===== src/cbq_pkg.sv =====
// ----------------------------------------------------------------------------
// cbq_pkg: shared types and constants of the cascaded biquad low-pass mix
// Register indexes, sequencer states, step codes and fixed field widths.
// ----------------------------------------------------------------------------
package cbq_pkg;

  localparam int COEF_W    = 24;
  localparam int MUL_A_W   = COEF_W + 1;
  localparam int MIX_W     = 17;
  localparam int MIX_SHIFT = 16;
  localparam int CNT_CFG_W = 4;
  localparam int CFG_IDX_W = 3;
  localparam int CFG_DAT_W = COEF_W;

  localparam logic [MIX_W-1:0] MIX_ONE = MIX_W'(65536);

  typedef enum logic [CFG_IDX_W-1:0] {
    REG_B0,
    REG_B1,
    REG_B2,
    REG_A1,
    REG_A2,
    REG_WET_MIX,
    REG_STAGE_COUNT,
    REG_FILTER_ON
  } cfg_reg_e;

  typedef enum logic [1:0] {
    ST_IDLE,
    ST_MAC,
    ST_MIX,
    ST_OUT
  } state_e;

  // In ST_MIX only TAP_X0 (wet), TAP_X1 (dry) and TAP_X2 (finish) are used.
  typedef enum logic [2:0] {
    TAP_X0,
    TAP_X1,
    TAP_X2,
    TAP_Y1,
    TAP_Y2,
    TAP_FIN
  } tap_e;

endpackage


===== src/cascaded_biquad_lowpass_mix.sv =====
// ----------------------------------------------------------------------------
// cascaded_biquad_lowpass_mix: cascaded direct-form-1 biquad with wet/dry mix
// One sample in, one saturated sample out, through up to MAX_STAGES stages.
// ----------------------------------------------------------------------------
// One shared multiplier with an accumulator, run by a small sequencer, does
// all the work. Each active stage forms five products, then rounds,
// saturates and updates its history, and the blend forms the wet and dry
// products and saturates their sum when the filter is on. in_stall_o is
// high from the transfer of a sample until its result is loaded into the
// output register; a result waiting there does not hold up the next sample.
// Coefficients are signed Q2.22, wet_mix is unsigned Q1.16; write registers
// only while idle.
// ----------------------------------------------------------------------------
module cascaded_biquad_lowpass_mix #(
  parameter int MAX_STAGES     = 8,
  parameter int SAMPLE_BITS    = 24,
  parameter int COEF_FRAC_BITS = 22
) (
  input  logic                               clk_i,
  input  logic                               rst_ni,
  input  logic                               cfg_we_i,
  input  logic [cbq_pkg::CFG_IDX_W-1:0]      cfg_idx_i,
  input  logic [cbq_pkg::CFG_DAT_W-1:0]      cfg_data_i,
  input  logic                               in_valid_i,
  output logic                               in_stall_o,
  input  logic signed [SAMPLE_BITS-1:0]      sample_in_i,
  output logic                               out_valid_o,
  input  logic                               out_stall_i,
  output logic signed [SAMPLE_BITS-1:0]      sample_out_o
);

  localparam int SB     = SAMPLE_BITS;
  localparam int STG_W  = (MAX_STAGES > 1) ? $clog2(MAX_STAGES) : 1;
  localparam int CNT_W  = $clog2(MAX_STAGES + 1);
  localparam int PROD_W = cbq_pkg::MUL_A_W + SB;
  localparam int ACC_W  = PROD_W + 3;

  localparam logic signed [ACC_W-1:0] SMAX = {{(ACC_W-SB+1){1'b0}}, {(SB-1){1'b1}}};
  localparam logic signed [ACC_W-1:0] SMIN = ~SMAX;
  localparam logic signed [ACC_W-1:0] ROUND_STG = ACC_W'(1) <<< (COEF_FRAC_BITS - 1);
  localparam logic signed [ACC_W-1:0] ROUND_MIX = ACC_W'(1) <<< (cbq_pkg::MIX_SHIFT - 1);

  // configuration
  logic signed [cbq_pkg::COEF_W-1:0]    b0_q, b1_q, b2_q, a1_q, a2_q;
  logic [cbq_pkg::MIX_W-1:0]            wet_q;
  logic [cbq_pkg::CNT_CFG_W-1:0]        stage_count_q;
  logic                                 filter_on_q;

  // stage history
  logic signed [SB-1:0] hist_x1_q [MAX_STAGES];
  logic signed [SB-1:0] hist_x2_q [MAX_STAGES];
  logic signed [SB-1:0] hist_y1_q [MAX_STAGES];
  logic signed [SB-1:0] hist_y2_q [MAX_STAGES];

  // sequencer and datapath
  cbq_pkg::state_e state_q, state_d;
  cbq_pkg::tap_e   tap_q, tap_d;
  logic [STG_W-1:0]         stage_q, stage_d;
  logic [CNT_W-1:0]         n_q, n_d;
  logic signed [SB-1:0]     x_q, x_d;
  logic signed [SB-1:0]     y_q, y_d;
  logic signed [SB-1:0]     res_q, res_d;
  logic signed [ACC_W-1:0]  acc_q, acc_d;
  logic signed [PROD_W-1:0] prod_q, prod_d;
  logic                     neg_q, neg_d;
  logic                     out_valid_q;
  logic signed [SB-1:0]     out_data_q;

  logic                              in_xfer;
  logic                              out_free;
  logic                              hist_we;
  logic                              last_stage;
  logic [CNT_W-1:0]                  n_eff;
  logic [cbq_pkg::MIX_W-1:0]         w_eff;
  logic [cbq_pkg::MIX_W-1:0]         d_eff;
  logic signed [cbq_pkg::MUL_A_W-1:0] mul_a;
  logic signed [SB-1:0]              mul_b;
  logic signed [PROD_W-1:0]          mul_p;
  logic signed [ACC_W-1:0]           prod_term;
  logic signed [ACC_W-1:0]           sum;
  logic signed [ACC_W-1:0]           shifted;
  logic signed [SB-1:0]              sat_val;

  assign in_stall_o   = (state_q != cbq_pkg::ST_IDLE);
  assign in_xfer      = in_valid_i && !in_stall_o;
  assign out_free     = !out_valid_q || !out_stall_i;
  assign out_valid_o  = out_valid_q;
  assign sample_out_o = out_data_q;

  always_comb begin
    if (int'(stage_count_q) > MAX_STAGES) begin
      n_eff = CNT_W'(MAX_STAGES);
    end else begin
      n_eff = CNT_W'(stage_count_q);
    end
  end

  assign w_eff = (wet_q > cbq_pkg::MIX_ONE) ? cbq_pkg::MIX_ONE : wet_q;
  assign d_eff = cbq_pkg::MIX_ONE - w_eff;
  assign last_stage = ((CNT_W'(stage_q) + CNT_W'(1)) == n_q);

  // shared multiplier operand select
  always_comb begin
    mul_a = cbq_pkg::MUL_A_W'(b0_q);
    mul_b = y_q;
    if (state_q == cbq_pkg::ST_MIX) begin
      if (tap_q == cbq_pkg::TAP_X0) begin
        mul_a = signed'(cbq_pkg::MUL_A_W'(w_eff));
        mul_b = y_q;
      end else begin
        mul_a = signed'(cbq_pkg::MUL_A_W'(d_eff));
        mul_b = x_q;
      end
    end else begin
      case (tap_q)
        cbq_pkg::TAP_X0: begin
          mul_a = cbq_pkg::MUL_A_W'(b0_q);
          mul_b = y_q;
        end
        cbq_pkg::TAP_X1: begin
          mul_a = cbq_pkg::MUL_A_W'(b1_q);
          mul_b = hist_x1_q[stage_q];
        end
        cbq_pkg::TAP_X2: begin
          mul_a = cbq_pkg::MUL_A_W'(b2_q);
          mul_b = hist_x2_q[stage_q];
        end
        cbq_pkg::TAP_Y1: begin
          mul_a = cbq_pkg::MUL_A_W'(a1_q);
          mul_b = hist_y1_q[stage_q];
        end
        cbq_pkg::TAP_Y2: begin
          mul_a = cbq_pkg::MUL_A_W'(a2_q);
          mul_b = hist_y2_q[stage_q];
        end
        default: begin
          mul_a = cbq_pkg::MUL_A_W'(b0_q);
          mul_b = y_q;
        end
      endcase
    end
  end

  assign mul_p = mul_a * mul_b;

  // accumulate, round and saturate
  assign prod_term = neg_q ? -ACC_W'(prod_q) : ACC_W'(prod_q);
  assign sum       = acc_q + prod_term;
  assign shifted   = (state_q == cbq_pkg::ST_MIX) ? (sum >>> cbq_pkg::MIX_SHIFT)
                                                  : (sum >>> COEF_FRAC_BITS);

  always_comb begin
    if (shifted > SMAX) begin
      sat_val = SMAX[SB-1:0];
    end else if (shifted < SMIN) begin
      sat_val = SMIN[SB-1:0];
    end else begin
      sat_val = shifted[SB-1:0];
    end
  end

  // next state
  always_comb begin
    state_d = state_q;
    case (state_q)
      cbq_pkg::ST_IDLE: begin
        if (in_xfer) begin
          if (n_eff != '0) begin
            state_d = cbq_pkg::ST_MAC;
          end else if (filter_on_q) begin
            state_d = cbq_pkg::ST_MIX;
          end else begin
            state_d = cbq_pkg::ST_OUT;
          end
        end
      end
      cbq_pkg::ST_MAC: begin
        if (tap_q == cbq_pkg::TAP_FIN && last_stage) begin
          state_d = filter_on_q ? cbq_pkg::ST_MIX : cbq_pkg::ST_OUT;
        end
      end
      cbq_pkg::ST_MIX: begin
        if (tap_q == cbq_pkg::TAP_X2) begin
          state_d = cbq_pkg::ST_OUT;
        end
      end
      cbq_pkg::ST_OUT: begin
        if (out_free) begin
          state_d = cbq_pkg::ST_IDLE;
        end
      end
      default: state_d = cbq_pkg::ST_IDLE;
    endcase
  end

  // datapath controls
  always_comb begin
    tap_d   = tap_q;
    stage_d = stage_q;
    n_d     = n_q;
    x_d     = x_q;
    y_d     = y_q;
    res_d   = res_q;
    acc_d   = acc_q;
    prod_d  = prod_q;
    neg_d   = neg_q;
    hist_we = 1'b0;
    case (state_q)
      cbq_pkg::ST_IDLE: begin
        if (in_xfer) begin
          x_d     = sample_in_i;
          y_d     = sample_in_i;
          res_d   = sample_in_i;
          n_d     = n_eff;
          stage_d = '0;
          tap_d   = cbq_pkg::TAP_X0;
          acc_d   = (n_eff != '0) ? ROUND_STG : ROUND_MIX;
        end
      end
      cbq_pkg::ST_MAC: begin
        if (tap_q != cbq_pkg::TAP_X0) begin
          acc_d = sum;
        end
        if (tap_q != cbq_pkg::TAP_FIN) begin
          prod_d = mul_p;
          neg_d  = (tap_q == cbq_pkg::TAP_Y1) || (tap_q == cbq_pkg::TAP_Y2);
          tap_d  = cbq_pkg::tap_e'(3'(tap_q) + 3'd1);
        end else begin
          hist_we = 1'b1;
          y_d     = sat_val;
          tap_d   = cbq_pkg::TAP_X0;
          if (last_stage) begin
            acc_d = ROUND_MIX;
            res_d = x_q;
          end else begin
            acc_d   = ROUND_STG;
            stage_d = stage_q + STG_W'(1);
          end
        end
      end
      cbq_pkg::ST_MIX: begin
        if (tap_q != cbq_pkg::TAP_X0) begin
          acc_d = sum;
        end
        if (tap_q == cbq_pkg::TAP_X2) begin
          res_d = sat_val;
        end else begin
          prod_d = mul_p;
          neg_d  = 1'b0;
          tap_d  = cbq_pkg::tap_e'(3'(tap_q) + 3'd1);
        end
      end
      cbq_pkg::ST_OUT: begin
        tap_d = cbq_pkg::TAP_X0;
      end
      default: begin
        tap_d = cbq_pkg::TAP_X0;
      end
    endcase
  end

  always_ff @(posedge clk_i or negedge rst_ni) begin
    if (!rst_ni) begin
      b0_q          <= '0;
      b1_q          <= '0;
      b2_q          <= '0;
      a1_q          <= '0;
      a2_q          <= '0;
      wet_q         <= '0;
      stage_count_q <= '0;
      filter_on_q   <= 1'b0;
    end else if (cfg_we_i) begin
      case (cbq_pkg::cfg_reg_e'(cfg_idx_i))
        cbq_pkg::REG_B0:          b0_q <= cfg_data_i[cbq_pkg::COEF_W-1:0];
        cbq_pkg::REG_B1:          b1_q <= cfg_data_i[cbq_pkg::COEF_W-1:0];
        cbq_pkg::REG_B2:          b2_q <= cfg_data_i[cbq_pkg::COEF_W-1:0];
        cbq_pkg::REG_A1:          a1_q <= cfg_data_i[cbq_pkg::COEF_W-1:0];
        cbq_pkg::REG_A2:          a2_q <= cfg_data_i[cbq_pkg::COEF_W-1:0];
        cbq_pkg::REG_WET_MIX:     wet_q <= cfg_data_i[cbq_pkg::MIX_W-1:0];
        cbq_pkg::REG_STAGE_COUNT: stage_count_q <= cfg_data_i[cbq_pkg::CNT_CFG_W-1:0];
        cbq_pkg::REG_FILTER_ON:   filter_on_q <= cfg_data_i[0];
        default: ;
      endcase
    end
  end

  always_ff @(posedge clk_i or negedge rst_ni) begin
    if (!rst_ni) begin
      for (int k = 0; k < MAX_STAGES; k++) begin
        hist_x1_q[k] <= '0;
        hist_x2_q[k] <= '0;
        hist_y1_q[k] <= '0;
        hist_y2_q[k] <= '0;
      end
    end else if (hist_we) begin
      hist_x2_q[stage_q] <= hist_x1_q[stage_q];
      hist_x1_q[stage_q] <= y_q;
      hist_y2_q[stage_q] <= hist_y1_q[stage_q];
      hist_y1_q[stage_q] <= sat_val;
    end
  end

  always_ff @(posedge clk_i or negedge rst_ni) begin
    if (!rst_ni) begin
      state_q <= cbq_pkg::ST_IDLE;
      tap_q   <= cbq_pkg::TAP_X0;
      stage_q <= '0;
      n_q     <= '0;
    end else begin
      state_q <= state_d;
      tap_q   <= tap_d;
      stage_q <= stage_d;
      n_q     <= n_d;
    end
  end

  always_ff @(posedge clk_i) begin
    x_q    <= x_d;
    y_q    <= y_d;
    res_q  <= res_d;
    acc_q  <= acc_d;
    prod_q <= prod_d;
    neg_q  <= neg_d;
  end

  always_ff @(posedge clk_i or negedge rst_ni) begin
    if (!rst_ni) begin
      out_valid_q <= 1'b0;
    end else if (state_q == cbq_pkg::ST_OUT && out_free) begin
      out_valid_q <= 1'b1;
    end else if (!out_stall_i) begin
      out_valid_q <= 1'b0;
    end
  end

  always_ff @(posedge clk_i) begin
    if (state_q == cbq_pkg::ST_OUT && out_free) begin
      out_data_q <= res_q;
    end
  end

  a_stage_in_range: assert property (@(posedge clk_i) disable iff (!rst_ni)
    state_q == cbq_pkg::ST_MAC |-> (CNT_W'(stage_q) < n_q))
    else $error("stage index beyond active stage count");

  a_mix_tap_range: assert property (@(posedge clk_i) disable iff (!rst_ni)
    state_q == cbq_pkg::ST_MIX |->
      (tap_q == cbq_pkg::TAP_X0 || tap_q == cbq_pkg::TAP_X1 || tap_q == cbq_pkg::TAP_X2))
    else $error("blend step out of range");

  a_mix_only_when_on: assert property (@(posedge clk_i) disable iff (!rst_ni)
    state_q == cbq_pkg::ST_MIX |-> filter_on_q)
    else $error("blend entered with filter off");

  a_hold_result: assert property (@(posedge clk_i) disable iff (!rst_ni)
    (state_q == cbq_pkg::ST_OUT && out_valid_q && out_stall_i) |=>
      (state_q == cbq_pkg::ST_OUT && $stable(out_data_q)))
    else $error("result dropped while output register is full");

endmodule

===== config.mk =====
export PLATFORM = sky130hd
export DESIGN_NAME = cascaded_biquad_lowpass_mix
export DESIGN_NICKNAME = d
export VERILOG_FILES = /design/src/cbq_pkg.sv /design/src/cascaded_biquad_lowpass_mix.sv
export SDC_FILE = /design/constraint.sdc
export NUM_CORES = 2
export LEC_CHECK = 0
export ABC_CLOCK_PERIOD_IN_PS = 11400
export BUFFER_PORTS_ARGS = -buffer_cell sky130_fd_sc_hd__buf_2
export CAP_MARGIN = 20
export CORE_ASPECT_RATIO = 0.75
export CORE_UTILIZATION = 55
export CTS_CLUSTER_SIZE = 30
export DETAILED_ROUTE_END_ITERATION = 7
export PLACE_DENSITY = 0.81
export SYNTH_ARGS = -nofsm -noshare
export SYNTH_HDL_FRONTEND = slang
export SYNTH_SLANG_ARGS = --single-unit

===== constraint.sdc =====
create_clock -name clk_i -period 11.4 [get_ports clk_i]
set_clock_uncertainty 0.15 [all_clocks]
set_input_delay 2.28 -clock clk_i [delete_from_list [all_inputs] [get_ports clk_i]]
set_output_delay 2.28 -clock clk_i [all_outputs]
set_load 0.005 [all_outputs]

# Word level (Yosys, flattened, before mapping)
# Index checks and enable logic that the tools add are counted.
# W data, S select, Z words.
word_totals:
  elab_cells: 194
  register_bits: 1121
  out_inout_bits: 26
op_classes:
  n_eq_ne: 27
  addsub: 6
  n_mux: 67
  n_reduce_logical: 34
  n_mul: 1
  bitwise_logic: 1
  magnitude_cmp: 6
op_table:
  columns: ["op", "n"]
  rows:
  - ["$bwmux W192", 4]
  - ["$mux W24", 18]
  - ["$bmux W24 S3", 4]
  - ["$mux W52", 4]
  - ["$pmux W52 S3", 1]
  - ["$pmux W25 S4", 1]
  - ["$mux W49", 2]
  - ["$pmux W49 S2", 1]
  - ["$pmux W24 S4", 1]
  - ["$demux W24 S3", 1]
  - ["$pmux W24 S3", 1]
  - ["$add A52 B52 Y52", 1]
  - ["$neg A49 Y52", 1]
  - ["$mul A25 B24 Y49", 1]
  - ["$pmux W24 S2", 1]
  - ["$mux W22", 2]
  - ["$gt A36 B24 Y1 const B", 1]
  - ["$lt A36 B24 Y1 const B", 1]
  - ["$mux W35", 1]
  - ["$mux W17", 2]
  - ["$mux W25", 1]
  - ["$reduce_and A2 Y1", 11]
  - ["$eq A3 B3 Y1 const B", 6]
  - ["$gt A17 B17 Y1 const B", 1]
  - ["34 further kinds", 74]

# Longest topological paths before layout
depth:
  word_depth: 9
  ltp_mapped: 41

# Worst setup path after synthesis
# Ideal clock, no wire load.
synth_timing:
  path_kind: "reg-to-reg"
  from: "register stage_q[0]"
  to: "register prod_q[47], data pin"
  arrival_ps: 9911
  t_required_ps: 10986
  setup_slack_ps: 1075
  path_stages_with_launch: 39
  path_cell_list: "dfrtp_1 -> clkbuf_1 -> nor3b_1 -> clkbuf_1 -> buf_1 -> buf_1 -> clkbuf_1 -> a22oi_1 -> a31oi_1 -> a21oi_1 -> o2111ai_1 -> o211ai_1 -> o21ai_1 -> clkbuf_1 -> nand2_1 -> fa_1 -> inv_1 -> fa_1 -> [... 3 more ...] -> inv_1 -> fa_1 -> fa_1 -> inv_1 -> fa_1 -> inv_1 -> ha_1 -> a21o_1 -> a21o_1 -> a221o_1 -> a31oi_1 -> a21oi_1 -> a31oi_1 -> o21ai_0 -> a221oi_1 -> o31ai_1 -> a221oi_1 -> xnor2_1"
synth_via:
  elab_chain_len: 9
synth_rtl:
  columns: ["item", "line", "rtl"]
  rows:
  - ["start, declared", "cascaded_biquad_lowpass_mix.sv:58", "logic [STG_W-1:0] stage_q, stage_d;"]
  - ["start signal, assigned", "cascaded_biquad_lowpass_mix.sv:312", "stage_q <= stage_d;"]
  - ["$not A3 Y4 (not written as such) *", null, null]
  - ["$bmux W24 S3, on equally long branches", null, null]
  - ["$mux W24, on equally long branches (2 in a row)", null, null]
  - ["$pmux W24 S4 *", "cascaded_biquad_lowpass_mix.sv:115", "case (tap_q)"]
  - ["$mux W24 *", "cascaded_biquad_lowpass_mix.sv:106", "if (state_q == cbq_pkg::ST_MIX) begin"]
  - ["$mul A25 B24 Y49 *", "cascaded_biquad_lowpass_mix.sv:144", "assign mul_p = mul_a * mul_b;"]
  - ["net mul_p[47]", "cascaded_biquad_lowpass_mix.sv:78", "logic signed [PROD_W-1:0] mul_p;"]
  - ["$mux W49, on equally long branches", "cascaded_biquad_lowpass_mix.sv:245, cascaded_biquad_lowpass_mix.sv:224", null]
  - ["$pmux W49 S2 *", "cascaded_biquad_lowpass_mix.sv:208", "case (state_q)"]
  - ["end signal, assigned", "cascaded_biquad_lowpass_mix.sv:322", "prod_q <= prod_d;"]
  - ["end, declared", "cascaded_biquad_lowpass_mix.sv:64", "logic signed [PROD_W-1:0] prod_q, prod_d;"]
# Mark *: on every way through the listed nets, which the timed path passes. The rest lies on a longest branch. The select of a mux whose other input is x is not followed.
# A chain may end at the register's enable or synchronous reset.

# Final worst setup path
layout_timing:
  from: "register stage_q[2]"
  to: "register prod_q[47], data pin"
# The elaborated chain is that of the path after synthesis.

==> metrics.md <==
| Metric | Value |
|---|---|
| Main area contributors after synthesis | `dfrtp_1, fa_1, edfxtp_1` |
| CTS Buf Count | `103` |
| Setup total negative slack | `0 ns` |
| Final setup vio count | `0` |
| Vias per std cell | `6.300` |
| Routed wire per std cell | `24.41 um` |
| Worst path most repeated cell | `fa_1` |
| Minimum clock period after layout | `11.03 ns` |
| Drt first-iter violations | `5961` |
| Worst Tran Pin Value | `1.489 ns` |
| GPL Wtd Cong | `0.9745` |
| Drt pass-1 iters | `6` |
| IO Pins | `82` |
| Mapped Cells | `7410` |
| # rows | `115` |
| Via count | `57320` |
| WP buf/inv | `6` |
| Port-buffer cells | `81` |
| Total GRT Usage | `32.95%` |
| Ys Warns | `0` |
| Top cell type's share of synthesized area | `31.33%` |
| Relative slew slack | `0.7068%` |
| Post-DRT Antenna Nets | `0` |
| Vias in the first global route | `59110` |
| Share of cells above drive strength 1 | `12.51%` |
| Clk buf depth | `3` |
| Seq cells post-synth | `1121` |
| DP HPWL | `152100 um` |
| Critical path's top delay family | `compound AO/OA/AOI/OAI gates` |
| Tcrit/Tclk final | `96.71%` |
| Core area | `132100 sq um` |
| Asr flop ratio synth | `82.34%` |
| Clock Pin Slew Worst Setup and Hold Paths | `0.07 ns` |
| Initial Util | `55.82%` |
| R2r worst-path depth | `33` |
| Dominant synthesized flop cell | `dfrtp_1` |
| CP Depth | `33` |
| P&R area growth vs syn | `8.636%` |
| Largest net degree at the start of global routing | `178` |
| Most frequent cell after synthesis | `nand2_1` |
| Setup crit start kind | `flop` |
| Hold-critical path depth | `0` |
| Fmax | `90.70 MHz` |
| Clk sink count | `1121` |
| Die area | `135500 sq um` |
| Clock Latency Late Sink | `0.75 ns` |
| Top cells by count, synth | `nand2_1, dfrtp_1, inv_1` |
| Netlist Area Pre-Place | `73730 sq um` |
| Die width | `424.8 um` |
| Min-delay worst type | `flop to flop` |
| Crit path kind | `flop to flop` |
| DRC Markers | `0` |
| Hold-fix buffers at CTS | `0` |
| Critical Path RT | `11.70 ns` |
| Final #Nets | `8118` |
| Worst Path Arrival | `11.33 ns` |
| Initial antenna violation count | `12` |
| Synth cell types | `82` |
| WL final | `222100 um` |
| First-pass GRT wire length | `344700 um` |
| Syn Nets | `8279` |
| Die height | `319.1 um` |
| H-tree depth | `3` |
| Max Transition Viols Final | `0` |
| Slowest cell delay on critical path | `0.64 ns` |
| Max FO, Critical Path | `24` |
| CTS tree | `done` |
| Max_cap viols | `0` |
| Status | `finished, final reports clean` |
| Yosys top cell by area | `dfrtp_1` |
| CP max stage cell | `dfrtp_2` |
| Hold Vio Cnt, Final | `0` |
| Number of flops mapped to enable cells by yosys | `198` |
| Avg Inst Size Synth | `9.950 sq um` |
| Setup crit end kind | `flop` |
| Total global routing overflow | `0` |
| Post-synthesis sequential area ratio | `39.39%` |
| CTS root buf | `clkbuf_16` |
==> cell families (layout without fill, tap and decap cells) <==
| logic type | Yosys count | count (layout) | share of synthesized area, % |
|---|---|---|---|
| AO/OA/AOI/OAI | 1712 | 1712 | 14.99 |
| buffers and inverters | 1295 | 1218 | 6.656 |
| flip-flops | 1121 | 1121 | 39.39 |
| other | 0 | 6 | 0 |
| AND/OR/NAND/NOR | 1957 | 1961 | 11.60 |
| XOR/XNOR | 150 | 150 | 1.807 |
| multiplexers | 362 | 362 | 5.495 |
| adder cells (fa/ha/maj) | 813 | 813 | 20.06 |
==> layout make-up <==
class / count / area [sq um]
Antenna cell: 6 / 15.01
Clock buffer: 151 / 3115
Clock inverter: 42 / 566.8
Fill cell: 10460 / 51990
Inverter: 762 / 2860
Multi-Input combinational cell: 4998 / 40260
Sequential cell: 1121 / 29050
Tap cell: 1755 / 2196
Timing Repair Buffer: 263 / 2038
==> registers in the layout, indices dropped and copies added (netlist names), 4 cells and up <==
name,flops
a1_q,24
a2_q,24
acc_q,52
b0_q,24
b1_q,24
b2_q,24
hist_x1_q,192
hist_x2_q,192
hist_y1_q,192
hist_y2_q,192
n_q,4
prod_q,49
res_q,24
sample_out_o,24
stage_count_q,4
wet_q,17
x_q,24
y_q,24
==> layout by cell type (no fill, tap or decap), drive strengths merged, types with 51 or more instances in the layout <==
master	count
a22o	94
clkbuf	151
a21oi	228
edfxtp	198
nand2	1203
o21ai	728
mux2	342
nor2b	75
a221oi	85
nor2	256
inv	765
nand3	52
and2	63
nand2b	81
a31oi	51
xnor2	114
dfrtp	923
ha	198
buf	263
fa	615
a22oi	259
and3	64
==> final timing paths <==
kind | startpoint | to | slack (ns)
min | res_q[22] | sample_out_o[22] | 0.27
max reg2reg | stage_q[2] | prod_q[47] | 0.37
max in group asynchronous | rst_ni | hist_x2_q[163] | 7.30
min reg2reg | res_q[22] | sample_out_o[22] | 0.27
min in group asynchronous | rst_ni | a2_q[23] | 1.43
max | stage_q[2] | prod_q[47] | 0.37
==> layer usage <==
metal  vias up  global-route usage, %  routed length (um)
met5         -                      0                 146
met4         8                  15.48               11580
met3       652                  8.593               25280
met2      3210                  50.68               99800
met1     28830                  43.68               85300
li1      24620                      -                   -
==> repair_timing <==
| action | in CTS | in global routing |
|---|---|---|
| endpoints found under the setup margin | 0 | 8 |
| gates resized for setup | 0 | 12 |
| buffers inserted | 0 | 2 |
==> stage by stage <==
stage               hold WS [ns]  cell area (sq um)  setup slack, ns  std cells  util (%)
finish                    0.2679              80090           0.3749       9098     60.64
floorplan                 0.2503              73730            1.075       7410         -
CTS                       0.2690              79950           0.3890       9085     60.53
global route              0.2708              80090         -0.01870       9097     60.63
global placement          0.2527              76230           0.7235       8890     57.71
detailed placement        0.2545              76270           0.4745       8892     57.74
Power is not shown: default switching activity piles up to over one toggle a cycle in this logic, so the estimate is an artifact.
